--- src/rtl/core/cvc_pkg.sv ---
`timescale 1ns / 1ps
// Shared types and constants of the corner vote clusterer.
// No dependencies; all modules of the block but cvc_ram import this package.
package cvc_pkg;

    // Field widths
    localparam int COORD_W   = 10;
    localparam int LSIG_W    = 9;
    localparam int LINE_W    = 6;
    localparam int SLOT_W    = 3;
    localparam int COUNT_W   = 4;
    localparam int SIG_W     = 18;
    localparam int COLS_W    = 7;
    // hline * columns + vline stays below 8192
    localparam int ADDR_W    = 13;

    localparam int SLOTS_PER_CLUSTER = 8;
    localparam int MAX_CORNERS_DEF   = 4096;
    localparam int QUEUE_DEPTH       = 2;

    localparam logic [COLS_W-1:0] MESH_COLUMNS_RESET = 7'd64;

    typedef enum logic [2:0] {
        ST_NONE    = 3'd0,
        ST_BAD     = 3'd1,
        ST_APPEND  = 3'd2,
        ST_REPLACE = 3'd3,
        ST_DROPNEW = 3'd4,
        ST_READ    = 3'd5,
        ST_RANGE   = 3'd6
    } status_t;

    typedef enum logic [2:0] {
        CMD_NONE,
        CMD_BAD,
        CMD_RANGE,
        CMD_READ,
        CMD_VOTE
    } cmd_op_t;

    typedef enum logic [1:0] {
        BK_CLEAR,
        BK_IDLE,
        BK_EXEC
    } back_state_t;

    typedef struct packed {
        logic                kind;
        logic [COORD_W-1:0]  pixel_x;
        logic [COORD_W-1:0]  pixel_y;
        logic [LSIG_W-1:0]   vertical_signal;
        logic [LSIG_W-1:0]   horizontal_signal;
        logic [LINE_W-1:0]   vertical_line;
        logic [LINE_W-1:0]   horizontal_line;
        logic                bad_line;
        logic [SLOT_W-1:0]   read_slot;
    } in_word_t;

    typedef struct packed {
        status_t             status;
        logic [COUNT_W-1:0]  cluster_count;
        logic [SIG_W-1:0]    dropped_signal;
        logic [COORD_W-1:0]  voter_x;
        logic [COORD_W-1:0]  voter_y;
        logic [SIG_W-1:0]    voter_signal;
    } out_word_t;

    typedef struct packed {
        logic [COORD_W-1:0]  x;
        logic [COORD_W-1:0]  y;
        logic [SIG_W-1:0]    signal;
    } voter_t;

    typedef voter_t [SLOTS_PER_CLUSTER-1:0] cluster_t;

    // Classified item handed from the front to the back
    typedef struct packed {
        cmd_op_t             op;
        logic [ADDR_W-1:0]   idx;
        voter_t              voter;
        logic [SLOT_W-1:0]   slot;
    } cmd_t;

endpackage

--- src/rtl/core/cvc_queue.sv ---
`timescale 1ns / 1ps
// Short command queue between the front and the back part.
// Depends on cvc_pkg.
module cvc_queue import cvc_pkg::*; (
    input  logic clk,
    input  logic rst_n,
    input  logic push,
    input  cmd_t push_cmd,
    input  logic pop,
    output logic full,
    output logic head_valid,
    output cmd_t head_cmd
);

    localparam int PTR_W = (QUEUE_DEPTH > 1) ? $clog2(QUEUE_DEPTH) : 1;
    localparam int CNT_W = $clog2(QUEUE_DEPTH + 1);

    cmd_t              entry_reg [QUEUE_DEPTH];
    logic [PTR_W-1:0]  wr_ptr_reg;
    logic [PTR_W-1:0]  rd_ptr_reg;
    logic [CNT_W-1:0]  fill_reg;
    logic              do_push;
    logic              do_pop;

    assign full       = (fill_reg == CNT_W'(QUEUE_DEPTH));
    assign head_valid = (fill_reg != '0);
    assign head_cmd   = entry_reg[rd_ptr_reg];
    assign do_push    = push && !full;
    assign do_pop     = pop && head_valid;

    // Store pushed commands
    always_ff @(posedge clk)
    begin
        if (do_push)
        begin
            entry_reg[wr_ptr_reg] <= push_cmd;
        end
    end

    // Advance pointers and fill level
    always_ff @(posedge clk or negedge rst_n)
    begin
        if (!rst_n)
        begin
            wr_ptr_reg <= '0;
            rd_ptr_reg <= '0;
            fill_reg   <= '0;
        end
        else
        begin
            if (do_push)
            begin
                wr_ptr_reg <= (wr_ptr_reg == PTR_W'(QUEUE_DEPTH - 1)) ? '0 : wr_ptr_reg + 1'b1;
            end
            if (do_pop)
            begin
                rd_ptr_reg <= (rd_ptr_reg == PTR_W'(QUEUE_DEPTH - 1)) ? '0 : rd_ptr_reg + 1'b1;
            end
            if (do_push && !do_pop)
            begin
                fill_reg <= fill_reg + 1'b1;
            end
            else if (do_pop && !do_push)
            begin
                fill_reg <= fill_reg - 1'b1;
            end
        end
    end

endmodule

--- config.mk ---
export PLATFORM = sky130hd
export DESIGN_NAME = cvc_queue
export DESIGN_NICKNAME = d
export VERILOG_FILES = /design/src/rtl/core/cvc_pkg.sv /design/src/rtl/core/cvc_queue.sv
export SDC_FILE = /design/constraint.sdc
export NUM_CORES = 1
export LEC_CHECK = 0
export ABC_AREA = 1
export BUFFER_PORTS_ARGS = -buffer_cell sky130_fd_sc_hd__buf_2
export CORE_ASPECT_RATIO = 1.75
export CORE_MARGIN = 2
export CORE_UTILIZATION = 35
export DETAILED_ROUTE_END_ITERATION = 10
export GPL_ROUTABILITY_DRIVEN = 1
export PLACE_DENSITY = 0.55
export REMOVE_ABC_BUFFERS = 1
export SLEW_MARGIN = 40
export SYNTH_ARGS = -nofsm -noshare
export SYNTH_HDL_FRONTEND = slang
export SYNTH_SLANG_ARGS = --single-unit
--- constraint.sdc ---
create_clock -name clk -period 6.78 [get_ports clk]
set_input_delay 0.678 -clock clk [delete_from_list [all_inputs] [get_ports clk]]
set_output_delay 0.678 -clock clk [all_outputs]
set_load 0.005 [all_outputs]
==> results.txt <==
- The flow ran to the end, and the final reports show no timing, DRC or antenna violations.
- Along the worst path, the maximum fanout reaches 58.
- Biggest area consumer among synthesized cells: sky130_fd_sc_hd__edfxtp_1
- In this run the cell area measured after placement is 5170 µm².
* Power per cell area: 445 nW/µm²
- Number of nets in the final layout: 522
* Number of storage elements in the synthesis netlist: 118
* Detailed-route wire length: 8.99 mm
- VDD sags by at most 0.338 mV.
- Largest net degree at the start of global routing: 59
- In this run the number of H-tree levels came out at 4.
- Area of the core region: 12400 µm²
- Dividing the detail-routed via count by the number of cells gives 4.29.
* Vertical die dimension: 152 µm
* Number of I/O port buffers: 119
- The first detailed-routing pass ran for 4 iterations.
- In this run the tightest slew margin relative to its limit is 0.506.
- Setup violations, final: 0
* Post-layout minimum cycle time: 2360 ps
* Post-CTS setup buffer count: 0
- Synthesis-to-finish area growth: 30.5%
* Max Cap Viol: 0
* Type of element capturing the critical path: primary output
- For this run, the number of Yosys warnings is 0.
- Clock-pin slew was measured on the worst setup and hold paths at 50 ps.
* Die area: 13500 µm²
* Hold bufs inserted after CTS: 0
* Yosys cell types: 14
- Part of the Yosys area used for sequential elements: 0.803
- Initial antenna violation count: 0
* Most numerous cell types in the synthesized netlist: sky130_fd_sc_hd__nand2_1, sky130_fd_sc_hd__edfxtp_1, sky130_fd_sc_hd__buf_2, sky130_fd_sc_hd__inv_1
* Post_cts resized: 0
- Post-Layout Inst Area: 5720 µm²
- Global-route wire length before repair: 14.1 mm
- For this run, the total global-route usage over all layers was measured as 0.142.
* Hold WC Path Type: input pin to async pin
- Static timing analysis puts the maximum clock frequency at 423 MHz.
- Buffer levels on the longest clock path: 2
- Overall via count from detail_route: 2748
* Setup Skew: 5.76 ps
* Sort of element at the start of the critical path: flip-flop
* RSZ-0062 raised after global routing: false
- Most frequently used flop master after synthesis: sky130_fd_sc_hd__edfxtp_1
- The number of failing hold endpoints at the final stage is 0.
- Number of instances in the synthesized netlist: 330
- Floorplan row count: 54
- Ranked by total cell area, the synthesized netlist is headed by sky130_fd_sc_hd__edfxtp_1, sky130_fd_sc_hd__nand2_1, sky130_fd_sc_hd__dfrtp_1.
- Mean cell area of the mapped netlist: 13.3 µm²
* Yosys top cell area share: 0.781
* FFs w/ async S/R, synth: 0.0339
* Clock tree from TritonCTS: done
* Layout cell share with drive strength beyond 1: 0.326
- Cell area after synthesis: 4390 µm²
- In this run, CTS created clock tree buffers numbering 17.
* Clock insertion delay at the later pin of the skew report: 400 ps
- Detail-routed net length per standard cell: 14.0 µm
- Count of fill cells added during filler insertion: 1153
- Vias in the first global route: 2854
- The register with the most flip-flops in the layout has 114 of them.
- Critical Path RT: 6100 ps
- Detailed placement ended at an HPWL of 5.83 mm.
- Number of diodes added for antenna fixing: 0
* Most frequently used cell type in the post-synthesis netlist: sky130_fd_sc_hd__nand2_1
- In this run the static leakage power is 2.49 nW.
- Remaining global-route overflow: 0
* Aggregate negative setup slack: 0 ps
- The count of pins over their slew limit is 0.
- The detailed router finished its first iteration with 155 violations.
* Top-level I/O count: 120
- At the pin with the least slew margin, the transition time is 739 ps.
- In this run the remaining antenna-violating nets after routing total 0.
- Weighted congestion reported at the end of routability-driven placement: 0.734
* Horizontal extent of the die: 88.6 µm
* Share of the cycle needed by the critical path after routing: 0.348
- Critical path arrival: 1680 ps
* Total clock sinks: 118
- For this configuration, the core starts out at a cell density of 0.355.
* Class of the most critical setup path: flip-flop to primary output
* Number of enable flip-flop cells after synthesis: 114
- In the routed design, unresolved DRC markers number 0.
- Root Buffer: sky130_fd_sc_hd__clkbuf_16
## stage by stage
| stage | hold slack, ps | utilization | std cells | power (mW) | worst slack (ps) |
|---|---|---|---|---|---|
| after global routing | 62.8 | 0.463 | 641 | 2.71 | 4230 |
| after detailed placement | 464 | 0.418 | 609 | 1.77 | 4300 |
| after global placement | 457 | 0.415 | 607 | 1.73 | 4170 |
| final | 76.4 | 0.463 | 641 | 2.55 | 4420 |
| after floorplan | 382 | - | 317 | 1.41 | 3140 |
| after CTS | 57.6 | 0.463 | 641 | 2.59 | 4350 |
## power breakdown
group | leakage [nW] | internal, mW | switching [mW]
Sequential | 1.11 | 0.997 | 0.0396
Combinational | 1.11 | 0.249 | 0.442
Clock | 0.269 | 0.534 | 0.288
Total | 2.49 | 1.78 | 0.770
## worst max-delay path, stage by stage, from the launching register on
cell	delay, ps
sky130_fd_sc_hd__dfrtp_2	380
sky130_fd_sc_hd__buf_4	520
sky130_fd_sc_hd__nand2_1	100
sky130_fd_sc_hd__nand2_1	120
sky130_fd_sc_hd__buf_2	120
## layer usage
layer	track usage	vias up	part of all wire
li1	-	1367	-
met1	0.141	1304	0.37
met2	0.260	70	0.57
met3	0.0505	7	0.046
met4	0.0541	0	0.010
met5	0	-	0
## cell families after synthesis
kind of cell | count (synthesis) | share of synthesized area
buffers and inverters | 21 | 0.0285
AO/OA/AOI/OAI | 1 | 0.00114
AND/OR/NAND/NOR | 188 | 0.162
flip-flops | 118 | 0.803
adder cells (fa/ha/maj) | 1 | 0.00285
XOR/XNOR | 1 | 0.00200
## final timing paths
| kind | start | end | slack [ps] | cells past startpoint |
|---|---|---|---|---|
| hold reg to reg | fill_reg[1]$_DFFE_PN0P_ | fill_reg[1]$_DFFE_PN0P_ | 470 | 2 |
| min in group clk | push_cmd[54] | entry_reg[1][54]$_DFFE_PP_ | 470 | 1 |
| max in group asynchronous | rst_n | rd_ptr_reg$_DFFE_PN0P_ | 6570 | 1 |
| setup reg to reg | fill_reg[1]$_DFFE_PN0P_ | entry_reg[0][26]$_DFFE_PP_ | 4610 | 6 |
| setup / recovery | rd_ptr_reg$_DFFE_PN0P_ | head_cmd[47] | 4420 | 4 |
| hold / removal | rst_n | fill_reg[0]$_DFFE_PN0P_ | 80 | 1 |
## cell type report
| type | instances | area [µm²] | area share |
|---|---|---|---|
| multi-input cells | 191 | 744 | 0.130 |
| clock buffers | 21 | 440 | 0.0770 |
| inverters | 8 | 32.5 | 0.00569 |
| well taps | 168 | 210 | 0.0367 |
| flip-flops and latches | 118 | 3520 | 0.616 |
| clock inverters | 11 | 109 | 0.0190 |
| repair buffers | 124 | 661 | 0.115 |
## cell usage in the layout (no fill, tap or decap), drive strengths merged
cell and n:
ha 1, xnor2 1, nand3 2, buf 124, nand4 1, bufinv 2, dfrtp 4, edfxtp 114
clkbuf 21, o21ai 1, clkinvlp 1, inv 8, nand2 182, nor2 3, clkinv 8
(Power assumes the default switching activity.)
