### config.mk
export PLATFORM = sky130hd
export DESIGN_NAME = cvc_front
export DESIGN_NICKNAME = d
export VERILOG_FILES = /design/src/rtl/core/cvc_pkg.sv /design/src/rtl/core/cvc_front.sv
export SDC_FILE = /design/constraint.sdc
export NUM_CORES = 1
export LEC_CHECK = 0
export ABC_AREA = 1
export BUFFER_PORTS_ARGS = -buffer_cell sky130_fd_sc_hd__buf_4
export CORE_MARGIN = 2
export CORE_UTILIZATION = 30
export CTS_BUF_LIST = sky130_fd_sc_hd__clkbuf_8
export DETAILED_ROUTE_END_ITERATION = 10
export GPL_TIMING_DRIVEN = 0
export PLACE_DENSITY = 0.49
export SETUP_SLACK_MARGIN = 0.15
export SLEW_MARGIN = 25
export SYNTH_ARGS = -nofsm -noshare
export SYNTH_HDL_FRONTEND = slang
export SYNTH_SLANG_ARGS = --single-unit
### constraint.sdc
create_clock -name clk -period 12.78 [get_ports clk]
set_input_delay 1.917 -clock clk [delete_from_list [all_inputs] [get_ports clk]]
set_output_delay 1.917 -clock clk [all_outputs]
set_load 0.03 [all_outputs]
### src/rtl/core/cvc_pkg.sv
`timescale 1ns / 1ps
// Shared types and constants of the corner vote clusterer.
// No dependencies; all modules of the block but cvc_ram import this package.
package cvc_pkg;

    // Field widths
    localparam int COORD_W   = 10;
    localparam int LSIG_W    = 9;
    localparam int LINE_W    = 6;
    localparam int SLOT_W    = 3;
    localparam int COUNT_W   = 4;
    localparam int SIG_W     = 18;
    localparam int COLS_W    = 7;
    // hline * columns + vline stays below 8192
    localparam int ADDR_W    = 13;

    localparam int SLOTS_PER_CLUSTER = 8;
    localparam int MAX_CORNERS_DEF   = 4096;
    localparam int QUEUE_DEPTH       = 2;

    localparam logic [COLS_W-1:0] MESH_COLUMNS_RESET = 7'd64;

    typedef enum logic [2:0] {
        ST_NONE    = 3'd0,
        ST_BAD     = 3'd1,
        ST_APPEND  = 3'd2,
        ST_REPLACE = 3'd3,
        ST_DROPNEW = 3'd4,
        ST_READ    = 3'd5,
        ST_RANGE   = 3'd6
    } status_t;

    typedef enum logic [2:0] {
        CMD_NONE,
        CMD_BAD,
        CMD_RANGE,
        CMD_READ,
        CMD_VOTE
    } cmd_op_t;

    typedef enum logic [1:0] {
        BK_CLEAR,
        BK_IDLE,
        BK_EXEC
    } back_state_t;

    typedef struct packed {
        logic                kind;
        logic [COORD_W-1:0]  pixel_x;
        logic [COORD_W-1:0]  pixel_y;
        logic [LSIG_W-1:0]   vertical_signal;
        logic [LSIG_W-1:0]   horizontal_signal;
        logic [LINE_W-1:0]   vertical_line;
        logic [LINE_W-1:0]   horizontal_line;
        logic                bad_line;
        logic [SLOT_W-1:0]   read_slot;
    } in_word_t;

    typedef struct packed {
        status_t             status;
        logic [COUNT_W-1:0]  cluster_count;
        logic [SIG_W-1:0]    dropped_signal;
        logic [COORD_W-1:0]  voter_x;
        logic [COORD_W-1:0]  voter_y;
        logic [SIG_W-1:0]    voter_signal;
    } out_word_t;

    typedef struct packed {
        logic [COORD_W-1:0]  x;
        logic [COORD_W-1:0]  y;
        logic [SIG_W-1:0]    signal;
    } voter_t;

    typedef voter_t [SLOTS_PER_CLUSTER-1:0] cluster_t;

    // Classified item handed from the front to the back
    typedef struct packed {
        cmd_op_t             op;
        logic [ADDR_W-1:0]   idx;
        voter_t              voter;
        logic [SLOT_W-1:0]   slot;
    } cmd_t;

endpackage

### src/rtl/core/cvc_front.sv
`timescale 1ns / 1ps
// Front part: input word acceptance, mesh_columns register, vote weight,
// cluster address and classification. Depends on cvc_pkg.
module cvc_front import cvc_pkg::*; #(
    parameter int MAX_CORNERS = MAX_CORNERS_DEF
) (
    input  logic              clk,
    input  logic              rst_n,
    input  logic              in_valid,
    output logic              in_ready,
    input  in_word_t          in_word,
    input  logic              cfg_valid,
    output logic              cfg_ready,
    input  logic [COLS_W-1:0] cfg_data,
    input  logic              q_full,
    input  logic              clearing,
    output logic              q_push,
    output cmd_t              q_cmd
);

    logic [COLS_W-1:0]   mesh_columns_reg;
    logic [ADDR_W-1:0]   row_base;
    logic [ADDR_W-1:0]   addr;
    logic                range_fault;
    logic                no_signal;
    logic [SIG_W-1:0]    weight;

    // Configuration register, always ready
    assign cfg_ready = 1'b1;

    always_ff @(posedge clk or negedge rst_n)
    begin
        if (!rst_n)
        begin
            mesh_columns_reg <= MESH_COLUMNS_RESET;
        end
        else if (cfg_valid)
        begin
            mesh_columns_reg <= cfg_data;
        end
    end

    // Accept while the queue has room and the count table is not being cleared
    assign in_ready = !q_full && !clearing;
    assign q_push   = in_valid && in_ready;

    // Cluster address and range check
    assign row_base    = ADDR_W'(in_word.horizontal_line) * ADDR_W'(mesh_columns_reg);
    assign addr        = row_base + ADDR_W'(in_word.vertical_line);
    assign range_fault = (COLS_W'(in_word.vertical_line) >= mesh_columns_reg)
                      || (32'(addr) >= 32'(MAX_CORNERS));

    // Vote weight and empty-vote test
    assign weight    = SIG_W'(in_word.vertical_signal) * SIG_W'(in_word.horizontal_signal);
    assign no_signal = (in_word.vertical_signal == '0) || (in_word.horizontal_signal == '0)
                    || ((in_word.pixel_x == '0) && (in_word.pixel_y == '0));

    // Classify the word
    always_comb
    begin
        q_cmd.idx          = addr;
        q_cmd.voter.x      = in_word.pixel_x;
        q_cmd.voter.y      = in_word.pixel_y;
        q_cmd.voter.signal = weight;
        q_cmd.slot         = in_word.read_slot;
        if (in_word.kind)
        begin
            q_cmd.op = range_fault ? CMD_RANGE : CMD_READ;
        end
        else if (no_signal)
        begin
            q_cmd.op = CMD_NONE;
        end
        else if (in_word.bad_line)
        begin
            q_cmd.op = CMD_BAD;
        end
        else if (range_fault)
        begin
            q_cmd.op = CMD_RANGE;
        end
        else
        begin
            q_cmd.op = CMD_VOTE;
        end
    end

endmodule

==> impl_metrics.env <==
export IMPL_status="finished clean"
export IMPL_grt_pass1_vias=4460
export IMPL_io_pins=128
export IMPL_track_usage_pct=14.6
export IMPL_yosysTopAreaCell="fa_1"
export IMPL_diodes=0
export IMPL_cts_num_sinks=7
export IMPL_synth_seq_cells=7
export IMPL_largest_reg_flops=7
export IMPL_cts_tree="yes"
export IMPL_crit_arrival_ns=6.03
export IMPL_clk_latency_ns=0.22
export IMPL_synthAdderAreaFrac_pct=46.5
export IMPL_slew_headroom_pct=58.7
export IMPL_max_freq_ghz=0.126
export IMPL_synthesis_nets=955
export IMPL_port_buffer_count=105
export IMPL_end_kind="output pin"
export IMPL_first_pass_iters=4
export IMPL_worstMarginPinSlew_ns=0.620
export IMPL_worstSetupPathType="primary input to output pin"
export IMPL_num_rows=48
export IMPL_ys_flop_type="dfrtp_1"
export IMPL_grt_setup_unrepaired="false"
export IMPL_clockRootBuffer="clkbuf_8"
export IMPL_hold_viol=0
export IMPL_synth_simple_gate_area_share_pct=22.2
export IMPL_vias_per_cell=4.28
export IMPL_final_setup_skew_ns=0
export IMPL_crit_family="adder cells"
export IMPL_irDropWorstVdd_uv=253
export IMPL_cap_violations=0
export IMPL_syn_cell_area_mm2=0.00523
export IMPL_slew_viol_final=0
export IMPL_die_area_mm2=0.0185
export IMPL_yosys_top_cells_area="fa_1 28%, ha_1 18%, inv_1 14%, nand2_1 14%, buf_4 3.4%"
export IMPL_async_flop_share_pct=100
export IMPL_cp_slowest_cell="fa_1"
export IMPL_post_cts_resized=0
export IMPL_place_gp_congestion=0.790
export IMPL_dp_hpwl_mm=11.7
export IMPL_layout_cells_non_filler=1071
export IMPL_synth_top_family_by_area="adder cells"
export IMPL_post_cts_buffers=0
export IMPL_hold_class="flip-flop to flip-flop"
export IMPL_core_mm2=0.0172
export IMPL_drt_wl_total_mm=13.4
export IMPL_initial_core_util_pct=30.4
export IMPL_yosysSeqAreaShare_pct=3.37
export IMPL_stdcell_area_mm2=0.00634
export IMPL_timing_hold_ws_ns=0.559
export IMPL_wl_per_cell_um=12.5
export IMPL_nets=1065
export IMPL_antenna_found_initial=0
export IMPL_drive_above_1_share_pct=20.3
export IMPL_ant_nets=0
export IMPL_synth_area_mux_share_pct=0.215
export IMPL_avgSynthCellArea_um2=7.09
export IMPL_grt_max_degree=11
export IMPL_crit_buf_inv=5
export IMPL_startpoint_type="primary input"
export IMPL_clockBufferDepth=2
export IMPL_numCtsBuffers=3
export IMPL_die_h_um=136
export IMPL_synth_compound_area_share_pct=4.69
export IMPL_p_leak_nw=4.05
export IMPL_power_density_mw_per_mm2=175
export IMPL_worstPathRequired_ns=10.86
export IMPL_synth_top_area_share_pct=28.3
export IMPL_ys_top_cells_by_count="197 x inv_1, 189 x nand2_1, 76 x ha_1"
export IMPL_cp_cell_sequence="clkbuf_1, nand2_1, fa_1, inv_1, fa_1, fa_1, inv_1, fa_1, inv_1, ha_1, nand2_1, nor2_1, nand3_1, nand2_1, xor2_1, buf_4"
export IMPL_vias=4582
export IMPL_synth_edf_count=0
export IMPL_clk_pin_slew_ns=0.04
export IMPL_placedCellCount=1067
export IMPL_holdBufCountCts=0
export IMPL_syn_to_final_growth_pct=21.3
export IMPL_synthXorXnorAreaFrac_pct=3.52
export IMPL_period_share_pct=62.2
export IMPL_drt_initial_drc_count=199
export IMPL_drcViolationCount=0
export IMPL_grt_overflow_total=0
export IMPL_dpl_cell_area_mm2=0.00630
export IMPL_dieWidth_um=136
export IMPL_syn_inst=737
export IMPL_critPathMaxStageDelay_ns=0.55
export IMPL_finalCriticalPeriod_ns=7.95
export IMPL_setup_viol=0
export IMPL_final_util_pct=36.9
export IMPL_crit_top_cell="fa_1"
export IMPL_grt_pass1_wl_mm=21.9
export IMPL_synth_cell_type_count=37
export IMPL_crit_fanout=10
export IMPL_synth_most_common_cell="inv_1"
export IMPL_synth_warnings=0
export IMPL_ctsHtreeMaxLevel=1
export IMPL_final_setup_tns_ns=0
==> area by class of cell <==
class,count,area [um^2]
plain buffers,43,270
clock inverters,1,3.75
repair buffers,105,788
inverters,199,747
flip-flops and latches,7,176
multi-input cells,488,4040
well taps,225,282
fillers,1934,10800
clock buffers,3,41.3
==> metal layers <==
metal / GRT usage [%] / wire, um / part of all wire, %
met3: 2.16 / 802 / 6.0
met2: 22.9 / 5920 / 44
met5: 0 / 0 / 0
met4: 0.810 / 55 / 0.41
met1: 22.2 / 6660 / 50
==> power by group <==
part	leakage, nW	internal [mW]	total, mW	switching [mW]
Clock	0.0269	0.0207	0.0295	0.00885
Combinational	3.94	0.389	1.05	0.661
Sequential	0.0829	0.0245	0.0300	0.00545
==> worst paths after layout <==
kind | startpoint | to | slack (ns) | depth (start not counted)
worst max-delay path | in_word[30] | q_cmd[16] | 4.83 | 16
worst min-delay path | mesh_columns_reg[6] | mesh_columns_reg[6] | 0.56 | 2
worst max register to register | mesh_columns_reg[0] | mesh_columns_reg[0] | 11.83 | 1
worst min register to register | mesh_columns_reg[6] | mesh_columns_reg[6] | 0.56 | 2
max in group asynchronous | rst_n | mesh_columns_reg[6] | 11.08 | 1
min in group asynchronous | rst_n | mesh_columns_reg[4] | 1.50 | 1
==> tightest hold or removal path, cell delays in order (launching register included) <==
cell	delay (ns)
dfstp_2	0.40
inv_2	0.08
o21ai_0	0.07
==> cell usage in the layout, fill, tap and decap left out, types with 5 or more instances in the layout <==
master / synthesis / routed
ha_1: 76 / 76
nand3_1: 13 / 13
inv_1: 197 / 198
nor2_1: 34 / 34
buf_4: 24 / 129
nand2_1: 189 / 189
xnor2_1: 8 / 8
a21oi_1: 16 / 16
dfrtp_1: 6 / 6
nand2_2: 9 / 9
o21ai_1: 5 / 5
xor2_1: 13 / 13
nand3_2: 5 / 5
buf_2: 15 / 15
o21ai_0: 10 / 10
fa_1: 74 / 74
nand4_1: 9 / 9
==> metrics by stage <==
stage | power [mW] | setup WS (ns)
2_1_floorplan | 0.765 | 5.09
3_3_place_gp | 1.09 | 4.81
3_5_place_dp | 1.09 | 4.84
4_1_cts | 1.13 | 4.82
5_1_grt | 1.24 | 4.56
6_report | 1.11 | 4.83
==> logic make-up (layout without fill, tap and decap cells) <==
group           after synthesis  after routing
compound gates               42             42
xor+xnor                     21             21
mux                           1              1
fa+ha+maj                   150            150
other cells                   1              1
flops                         7              7
buf+inv                     242            351
simple gates                273            273
Power figures use the tool's default switching activity.
